--- src/rtl/pcu_pkg.sv ---
// Shared types, constants and the per-index write mask for the configuration
// unlock register file. No dependencies.
`default_nettype none

package pcu_pkg;

  localparam int NumSettings = 15;

  // Access kinds.
  localparam logic FuncWrite = 1'b0;
  localparam logic FuncRead  = 1'b1;

  // Configuration register indexes.
  localparam logic CfgXtAttach    = 1'b0;
  localparam logic CfgDiskPresent = 1'b1;

  // Fixed unlock ports and the magic byte of the sequence.
  localparam logic [15:0] UnlockPortA = 16'h02fa;
  localparam logic [15:0] UnlockPortB = 16'h03fa;
  localparam logic [7:0]  UnlockMagic = 8'h36;

  // Index that reads back the port base and closes the mode when written.
  localparam logic [3:0] IndexBaseReadback = 4'd15;

  typedef logic [NumSettings-1:0][7:0] settings_t;

  // Power-on values, index 14 on the left down to index 0 on the right.
  localparam settings_t SettingDefaults = {
    8'h00, 8'h00, 8'ha0, 8'h00, 8'h00, 8'hb0, 8'h00, 8'h00,
    8'h9e, 8'h00, 8'hfe, 8'h00, 8'h00, 8'h00, 8'h0c
  };

  typedef struct packed {
    logic        func;
    logic [15:0] port;
    logic [7:0]  wdata;
  } in_beat_t;

  typedef struct packed {
    logic [7:0] rdata;
    logic       config_active;
    logic       serial_enabled;
    logic [9:0] serial_base;
    logic       parallel_enabled;
    logic [9:0] parallel_base;
    logic       parallel_extended;
    logic       ide_enabled;
    logic       xt_disk_enabled;
    logic       floppy_enabled;
    logic       floppy_power_down;
    logic [9:0] pointer_base;
  } out_beat_t;

  // Write request into the settings bytes.
  typedef struct packed {
    logic       en;
    logic [3:0] idx;
    logic [7:0] data;
  } set_wr_t;

  // New value of a settings byte after a write, with the bits each index protects.
  function automatic logic [7:0] store_mask(input logic [3:0] idx, input logic [7:0] old,
                                            input logic [7:0] v);
    logic [7:0] res;
    case (idx)
      4'd0:    res = (old & 8'h10) | (v & 8'hef);
      4'd1:    res = (old & 8'h07) | (v & 8'hf8);
      4'd2:    res = (old & 8'h08) | (v & 8'hf0);
      4'd4:    res = (old & 8'h01) | (v & 8'hfe);
      4'd5:    res = old;
      4'd14:   res = (old & 8'h20) | (v & 8'hdf);
      default: res = v;
    endcase
    return res;
  endfunction

endpackage

`default_nettype wire

--- src/rtl/pcu_settings.sv ---
// The fifteen settings bytes with their write masks and power-on values.
// Depends on pcu_pkg.
`default_nettype none

module pcu_settings (
  input  wire                   clk,
  input  wire                   rst,
  input  wire pcu_pkg::set_wr_t wr,
  output pcu_pkg::settings_t    settings_next
);
  import pcu_pkg::*;

  settings_t settings;

  // The next view is exported so that a result reflects its own write.
  always_comb begin
    for (int i = 0; i < NumSettings; i++) begin
      if (wr.en && wr.idx == 4'(i)) begin
        settings_next[i] = store_mask(4'(i), settings[i], wr.data);
      end else begin
        settings_next[i] = settings[i];
      end
    end
  end

  always_ff @(posedge clk) begin
    if (rst) begin
      settings <= SettingDefaults;
    end else begin
      settings <= settings_next;
    end
  end

endmodule

`default_nettype wire

--- src/rtl/peripheral_config_unlock_regfile_top.sv ---
// Top level of the configuration unlock register file.
// Depends on pcu_pkg and pcu_settings.
`default_nettype none

// Each input beat is one I/O bus access. Five writes to the two fixed ports
// (a byte V to 0x2fa, 255-V to 0x3fa, 0x36 to 0x3fa, a base byte B to 0x3fa,
// then a checksum C to 0x2fa with B+C = 255 modulo 256) open configuration
// mode with the index port at 4*B and the data port at 4*B+1. In that mode
// index 0 to 14 address the settings bytes, index 15 reads B back and a write
// to it closes the mode. Every access yields exactly one result beat with the
// read data and the decoded enables and bases of the peripheral functions.
// The block takes one beat per cycle while its result beats are taken: an
// accepted beat is held in an input register and resolved by a single pass
// of compares and masks into the result register, where the result beat is
// offered. The input register holds its beat while the result register is
// full and not taken. The two configuration registers are written through
// the plain write port; the user must do so only while no access is in
// flight, which the block itself does not enforce.

module peripheral_config_unlock_regfile_top (
  input  wire                    clk,
  input  wire                    rst,
  input  wire                    in_valid,
  output logic                   in_ready,
  input  wire pcu_pkg::in_beat_t in_data,
  output logic                   out_valid,
  input  wire                    out_ready,
  output pcu_pkg::out_beat_t     out_data,
  input  wire                    cfg_we,
  input  wire                    cfg_index,
  input  wire                    cfg_wdata
);
  import pcu_pkg::*;

  // Unlock sequence positions.
  localparam logic [2:0] StepIdle       = 3'd0;
  localparam logic [2:0] StepComplement = 3'd1;
  localparam logic [2:0] StepMagic      = 3'd2;
  localparam logic [2:0] StepBase       = 3'd3;
  localparam logic [2:0] StepChecksum   = 3'd4;

  // Configuration registers.
  logic xt_attach_mode;
  logic hard_disk_present;

  always_ff @(posedge clk) begin
    if (rst) begin
      xt_attach_mode    <= 1'b0;
      hard_disk_present <= 1'b1;
    end else if (cfg_we) begin
      case (cfg_index)
        CfgXtAttach:    xt_attach_mode    <= cfg_wdata;
        CfgDiskPresent: hard_disk_present <= cfg_wdata;
        default:        ;
      endcase
    end
  end

  // Pipeline handshake: the result register frees up when empty or taken,
  // and the input register moves forward whenever the result register frees.
  logic     s1_valid;
  in_beat_t s1_beat;
  logic     out_open;
  logic     s1_go;

  assign out_open = !out_valid || out_ready;
  assign s1_go    = s1_valid && out_open;
  assign in_ready = !s1_valid || out_open;

  always_ff @(posedge clk) begin
    if (rst) begin
      s1_valid <= 1'b0;
    end else if (in_ready) begin
      s1_valid <= in_valid;
    end
  end

  always_ff @(posedge clk) begin
    if (in_valid && in_ready) begin
      s1_beat <= in_data;
    end
  end

  // Unlock and mode state. The index port base is kept as the byte B.
  logic [2:0] unlock_step, unlock_step_next;
  logic       mode_open, mode_open_next;
  logic [7:0] expected_complement, expected_complement_next;
  logic [7:0] base_byte, base_byte_next;
  logic [3:0] current_index, current_index_next;

  set_wr_t    set_wr;
  settings_t  settings_next;
  logic [7:0] rdata;

  pcu_settings u_settings (
    .clk           (clk),
    .rst           (rst),
    .wr            (set_wr),
    .settings_next (settings_next)
  );

  // Decode of one write access. The index and data ports are the ones in
  // force before this access; a base write takes effect from the next access.
  always_comb begin
    logic [15:0] idx_port;
    logic [15:0] dat_port;
    logic        decoded;
    logic        advance;
    logic [7:0]  v;

    idx_port = {6'd0, base_byte, 2'b00};
    dat_port = {6'd0, base_byte, 2'b01};
    v        = s1_beat.wdata;
    decoded  = 1'b0;
    advance  = 1'b0;

    unlock_step_next         = unlock_step;
    mode_open_next           = mode_open;
    expected_complement_next = expected_complement;
    base_byte_next           = base_byte;
    current_index_next       = current_index;
    set_wr                   = '0;

    if (s1_beat.func == FuncWrite) begin
      if (s1_beat.port == UnlockPortA) begin
        decoded = 1'b1;
        if (unlock_step == StepIdle) begin
          advance                  = 1'b1;
          expected_complement_next = 8'hff - v;
        end else if (unlock_step == StepChecksum) begin
          mode_open_next = ((base_byte + v) == 8'hff);
        end
      end else if (s1_beat.port == UnlockPortB) begin
        decoded = 1'b1;
        if (unlock_step == StepComplement && v == expected_complement) begin
          advance = 1'b1;
        end else if (unlock_step == StepMagic && v == UnlockMagic) begin
          advance = 1'b1;
        end else if (unlock_step == StepBase) begin
          base_byte_next = v;
          advance        = 1'b1;
        end
      end

      // The checksum write above may have just opened or closed the mode.
      if (mode_open_next) begin
        if (s1_beat.port == idx_port) begin
          decoded            = 1'b1;
          current_index_next = v[3:0];
        end else if (s1_beat.port == dat_port) begin
          decoded = 1'b1;
          if (current_index == IndexBaseReadback) begin
            mode_open_next = 1'b0;
          end else begin
            set_wr.en   = s1_go;
            set_wr.idx  = current_index;
            set_wr.data = v;
          end
        end
      end

      if (decoded) begin
        unlock_step_next = advance ? unlock_step + 3'd1 : StepIdle;
      end
    end
  end

  // Read data. Only the index and data ports answer, and only while the mode
  // is open; a read never writes, so the settings view is the stored one.
  always_comb begin
    rdata = 8'hff;
    if (s1_beat.func == FuncRead && mode_open) begin
      if (s1_beat.port == {6'd0, base_byte, 2'b00}) begin
        rdata = {4'd0, current_index};
      end else if (s1_beat.port == {6'd0, base_byte, 2'b01}) begin
        if (current_index == IndexBaseReadback) begin
          rdata = base_byte;
        end else begin
          rdata = settings_next[current_index];
        end
      end
    end
  end

  always_ff @(posedge clk) begin
    if (rst) begin
      unlock_step         <= StepIdle;
      mode_open           <= 1'b0;
      expected_complement <= 8'd0;
      base_byte           <= 8'd0;
      current_index       <= 4'd0;
    end else if (s1_go) begin
      unlock_step         <= unlock_step_next;
      mode_open           <= mode_open_next;
      expected_complement <= expected_complement_next;
      base_byte           <= base_byte_next;
      current_index       <= current_index_next;
    end
  end

  // Result beat, decoded from the settings as they stand after this access.
  out_beat_t  result;
  logic [7:0] r12;

  assign r12 = settings_next[12];

  always_comb begin
    result.rdata             = rdata;
    result.config_active     = mode_open_next;
    result.serial_enabled    = settings_next[0][2];
    result.serial_base       = {settings_next[4], 2'b00};
    result.parallel_enabled  = settings_next[0][3];
    result.parallel_base     = {settings_next[6], 2'b00};
    result.parallel_extended = settings_next[1][6];
    result.ide_enabled       = r12[7] && !r12[6] && !xt_attach_mode;
    result.xt_disk_enabled   = r12[7] && r12[6] && xt_attach_mode && hard_disk_present;
    result.floppy_enabled    = r12[5];
    result.floppy_power_down = r12[4];
    result.pointer_base      = {settings_next[13], 2'b00};
  end

  always_ff @(posedge clk) begin
    if (rst) begin
      out_valid <= 1'b0;
    end else if (out_open) begin
      out_valid <= s1_valid;
    end
  end

  always_ff @(posedge clk) begin
    if (s1_go) begin
      out_data <= result;
    end
  end

endmodule

`default_nettype wire

--- config.mk ---
export PLATFORM = sky130hd
export DESIGN_NAME = peripheral_config_unlock_regfile_top
export DESIGN_NICKNAME = d
export VERILOG_FILES = /design/src/rtl/pcu_pkg.sv /design/src/rtl/pcu_settings.sv /design/src/rtl/peripheral_config_unlock_regfile_top.sv
export SDC_FILE = /design/constraint.sdc
export NUM_CORES = 1
export LEC_CHECK = 0
export BUFFER_PORTS_ARGS = -buffer_cell sky130_fd_sc_hd__buf_2
export CAP_MARGIN = 40
export CORE_MARGIN = 2
export CORE_UTILIZATION = 45
export DETAILED_ROUTE_END_ITERATION = 10
export SYNTH_ARGS = -nofsm -noshare
export SYNTH_HDL_FRONTEND = slang
export SYNTH_HIERARCHICAL = 1
export SYNTH_SLANG_ARGS = --single-unit
--- constraint.sdc ---
create_clock -name clk -period 4.6 [get_ports clk]
set_input_delay 0.92 -clock clk [delete_from_list [all_inputs] [get_ports clk]]
set_output_delay 0.92 -clock clk [all_outputs]
set_load 0.02 [all_outputs]
# Word level (Yosys, flattened, before mapping)
# Cells that the tools add are included.
[classes]
n_addsub = 3
magnitude_cmp = 1
eq_ne = 25
n_mux = 47
n_bitwise = 10
n_reduce_logical = 38
[op_table]
columns = ["cell", "count"]
rows = [
  ["8-bit two-way mux", 18],
  ["13-bit two-way mux", 5],
  ["8-bit binary-select mux with 4-bit select", 1],
  ["16-bit by 10-bit equality test with 1-bit output", 2],
  ["16-bit by 10-bit equality test with 1-bit output (second input constant)", 2],
  ["4-bit equality test (second input constant)", 8],
  ["1-bit logical AND", 24],
  ["1-bit two-way mux", 22],
  ["4-bit by 3-bit equality test with 1-bit output (second input constant)", 3],
  ["8-bit adder", 1],
  ["4-bit by 2-bit equality test with 1-bit output (second input constant)", 2],
  ["8-bit by 6-bit equality test with 1-bit output (second input constant)", 1],
  ["8-bit equality test", 1],
  ["8-bit equality test (second input constant)", 1],
  ["1-bit by 8-bit bitwise OR with 8-bit output", 1],
  ["3-bit by 8-bit bitwise OR with 8-bit output", 1],
  ["4-bit by 8-bit bitwise OR with 8-bit output", 1],
  ["5-bit by 8-bit bitwise OR with 8-bit output", 1],
  ["6-bit by 8-bit bitwise OR with 8-bit output", 1],
  ["4-bit AND reduction", 2],
  ["8-bit subtractor (first input constant)", 1],
  ["7-bit AND reduction", 1],
  ["3-bit by 2-bit equality test with 1-bit output (second input constant)", 2],
  ["4-bit by 5-bit < comparator with 1-bit output (second input constant)", 1],
  ["12 further kinds", 21],
]
[totals]
regBits = 205
in_bits = 32
out_inout_bits = 48
word_cells = 162

# Depth between registers and ports, before layout
[depth]
ltp_word = 16
mapped_depth = 21
ltp_nobuf = 17

# By module
# Netlist, hierarchy kept.
[by_module_without_submodules]
columns = ["mod", "instances", "cells_each", "area_per_inst_um2", "seq_area_each_um2"]
rows = [
  ["pcu_settings", 1, 533, 5502.8, 2102.0],
  ["peripheral_config_unlock_regfile_top", 1, 405, 5251.3, 2512.4],
]

# Least setup slack after synthesis
# OpenSTA, ideal clock, no wires.
[synth_path]
path_type = "register to register"
from = "register s1_beat[0] in the netlist's numbering"
to = "register out_data[39] in the netlist's numbering (data pin)"
setup_time_ns = 0.258
t_arrival_ns = 4.636
t_required_ns = 4.342
path_slack_ns = -0.294
stages_incl_launch_ff = 20
n_path_buf = 3
synth_period_minus_slack_ns = 4.894
path_cell_list = "edfxtp_1 -> ha_1 -> inv_1 -> fa_1 -> xnor2_1 -> o2111ai_1 -> a311oi_1 -> nand2_1 -> o21ba_4 -> buf_6 -> nor4b_2 -> and3b_1 -> buf_6 -> nand2_2 -> buf_6 -> mux2_2 -> mux4_1 -> mux4_2 -> nand2b_1 -> o221a_2"
[synth_lines]
columns = ["element", "line", "rtl"]
rows = [
  ["start, declared", "peripheral_config_unlock_regfile_top.sv:62", "in_beat_t s1_beat;"],
  ["start signal, assigned", "peripheral_config_unlock_regfile_top.sv:80", "s1_beat <= in_data;"],
  ["end signal, assigned", "peripheral_config_unlock_regfile_top.sv:232", "out_data <= result;"],
  ["end, declared", "peripheral_config_unlock_regfile_top.sv:28", "output pcu_pkg::out_beat_t out_data,"],
]

==> impl_metrics.ini <==
[timing]
relSlewSlack = 0.455
slew_viol_final = 0
skew_ns = 0.0135
clock.fmax_mhz = 214
setup_violations = 5
setup_slack_ns = -0.0760
hold_violations = 0
tns_ns = -0.174
rsz0062_at_grt = yes
whs_ns = 0.473
period_needed_ns = 4.68
worst_pin_slew_ns = 0.816
fin_crit_sh = 1.02

[synth]
synthSimpleGateAreaFrac = 0.164
ys_seq_area_frac = 0.429
yosys.area_share.adder = 0.0158
netlist_area_sq_mm = 0.0108
syn_inst = 938
synth_edf_count = 65
synth_flop_cell = dfxtp_1
synth_cell_types = 71
synth_top_area_share = 0.248
ys_async_sr_fraction = 0
ys_seq_elements = 198
synthMuxAreaShare = 0.264
avgSynthCellArea_sq_um = 11.5
synth_top_area_cell = dfxtp_1
synth_compound_area_frac = 0.0534
yosys.area_share.xor_xnor = 0.0171
synthTopCellsByArea = dfxtp_1 (25%), edfxtp_1 (18%), mux2i_1 (10%), mux2_2 (9.3%), nand2b_1 (5.0%)
synth_top_family_by_area = multiplexers
yosys_warnings = 6

[die]
core_sq_mm = 0.0235
die_h_microns = 159
io-pin-count = 80
dieArea_sq_mm = 0.0252
rows = 56
initial_core_util = 0.458
die_w_microns = 159

[setup_path]
worst_setup_path_start_kind = flop
crit_path_end_kind = flop
critPathMaxFanout = 6
arrival_ns = 4.88
r2r_slack_ns = -0.08
worstSetupPathType = flop to flop
critical_path_required_ns = 4.80

[finish]
nets = 1136
final_cells = 1423
n_fill_cell = 1990
final_area_sq_mm = 0.0129
drive_above_1_share = 0.371
final_cell_mix = dfxtp_1 (131), buf_4 (125), mux2i_1 (110)
insertedDiodeCount = 0
final_common_cell = dfxtp_1
synthToLayoutAreaGrowth_pct = 20.3

[routing]
routed-via-count = 7682
routedWlPerCell_microns = 20.6
ant_nets = 0
drtIter0Drc = 594
totalWireLength_microns = 29300
viasPerCell = 5.40
drt_drc_violations_left = 0
first_pass_iters = 5

[clocking]
clock_latency_ns = 0.45
cts_tree = yes
clock_sinks = 198
clk_pin_slew_ns = 0.08
cts_inserted_buffers = 17
hold_buffers = 0
root_buffer = clkbuf_16
clock_path_buffers = 2
cts_max_level = 4

[placed_design]
placed_cells_incl_taps = 1374
dp_hpwl_microns = 20700
place_congestion = 0.855
port_buffers = 73
dp_slack_ns = -0.156
placed_area_sq_mm = 0.0121

[grt]
gr-usage-all-layers = 0.241
grt_pass1_vias = 7542
grt_max_degree = 71
grt_pass1_wl_microns = 44800
overflow = 0
antenna_found_initial = 0

[flow_run]
maxCapViolCount = 0

[outcome]
violations = setup timing
status = finished, violations left

[pwr]
vdd.ir_drop.worst_uv = 229
powerDensity_mw_per_mm2 = 269
leakagePower_nw = 5.48

[hold_path]
hp-class = flop to flop
-- flip-flops by register name (all words and copies together) (netlist names) --
name / cells
u_settings/settings: 105
out_data: 40
s1_beat: 25
base_byte: 8
expected_complement: 8
current_index: 4
unlock_step: 3
hard_disk_present: 1
mode_open: 1
out_valid: 1
s1_valid: 1
xt_attach_mode: 1
-- final timing paths --
path | from | to | cells after the start
worst max-delay path | s1_beat[0] | out_data[40] | 17
worst max register to register | s1_beat[0] | out_data[40] | 17
worst min register to register | u_settings/settings[65] | u_settings/settings[65] | 2
worst min-delay path | u_settings/settings[65] | u_settings/settings[65] | 2
-- cell usage after synthesis (18+ instances only) --
library cell / count
a21oi_1: 25
mux4_2: 18
edfxtp_1: 65
nand2b_1: 86
buf_4: 25
nand2_1: 32
nand3_1: 18
dfxtp_1: 133
mux2i_1: 110
o21ai_0: 24
nor2_1: 57
mux2_2: 89
clkbuf_1: 33
-- kinds of logic after synthesis --
group                      Yosys count
adders and majority gates           13
DFF                                198
muxes                              230
xor gates and xnor gates            21
buffers and inverters              103
and+or+nand+nor                    286
AOI/OAI and AO/OA                   85
other                                2
-- power breakdown --
part           switching (mW)  leakage (nW)  internal, mW
registers              0.0130          1.61          1.82
logic                  0.0929          3.59        0.0576
clock network           0.762         0.284         0.729
total                   0.868          5.48          2.61
-- critical path: stages (launching register included) --
cell and delay, ns:
edfxtp_1 0.36, ha_2 0.19, inv_2 0.04, fa_2 0.38, nand2b_4 0.15, a21oi_2 0.16, xor2_2 0.20, nand3b_4 0.09
o21ba_4 0.29, nor4b_4 0.32, and3b_2 0.30, nand3_4 0.14, buf_12 0.14, mux2_2 0.33, mux4_2 0.56, mux4_2 0.48
nand2b_4 0.15, o221a_4 0.13
-- through the flow --
step,total power [mW],util
final,3.48,0.551
after global routing,3.59,0.551
after CTS,3.51,0.546
after detailed placement,2.03,0.514
after global placement,2.02,0.513
after floorplan,1.97,-
-- repair_timing --
action / in CTS / in global routing
setup endpoints to repair: 8 / 8
setup buffers: 7 / 8
hold endpoints to repair: 0 / 0
gates cloned: 2 / 0
pin swaps: 4 / 4
resized for setup: 16 / 15
-- metal layers --
layer / global-route usage / wire length [microns] / vias to the layer above
met4: 0.0691 / 504 / 0
li1: - / - / 3663
met1: 0.359 / 14500 / 3775
met2: 0.356 / 12800 / 216
met3: 0.0419 / 1450 / 28
met5: 0 / 0 / -
-- layout make-up --
class | count | area, sq um | area share
inverter | 12 | 45.0 | 0.00348
sequential | 198 | 4620 | 0.357
multi-input combinational | 657 | 5820 | 0.449
clock buffer | 17 | 425 | 0.0329
tap | 319 | 399 | 0.0308
clock inverter | 15 | 165 | 0.0128
timing repair buffer | 205 | 1470 | 0.114
Note: power is estimated with default switching activity, not from simulation.
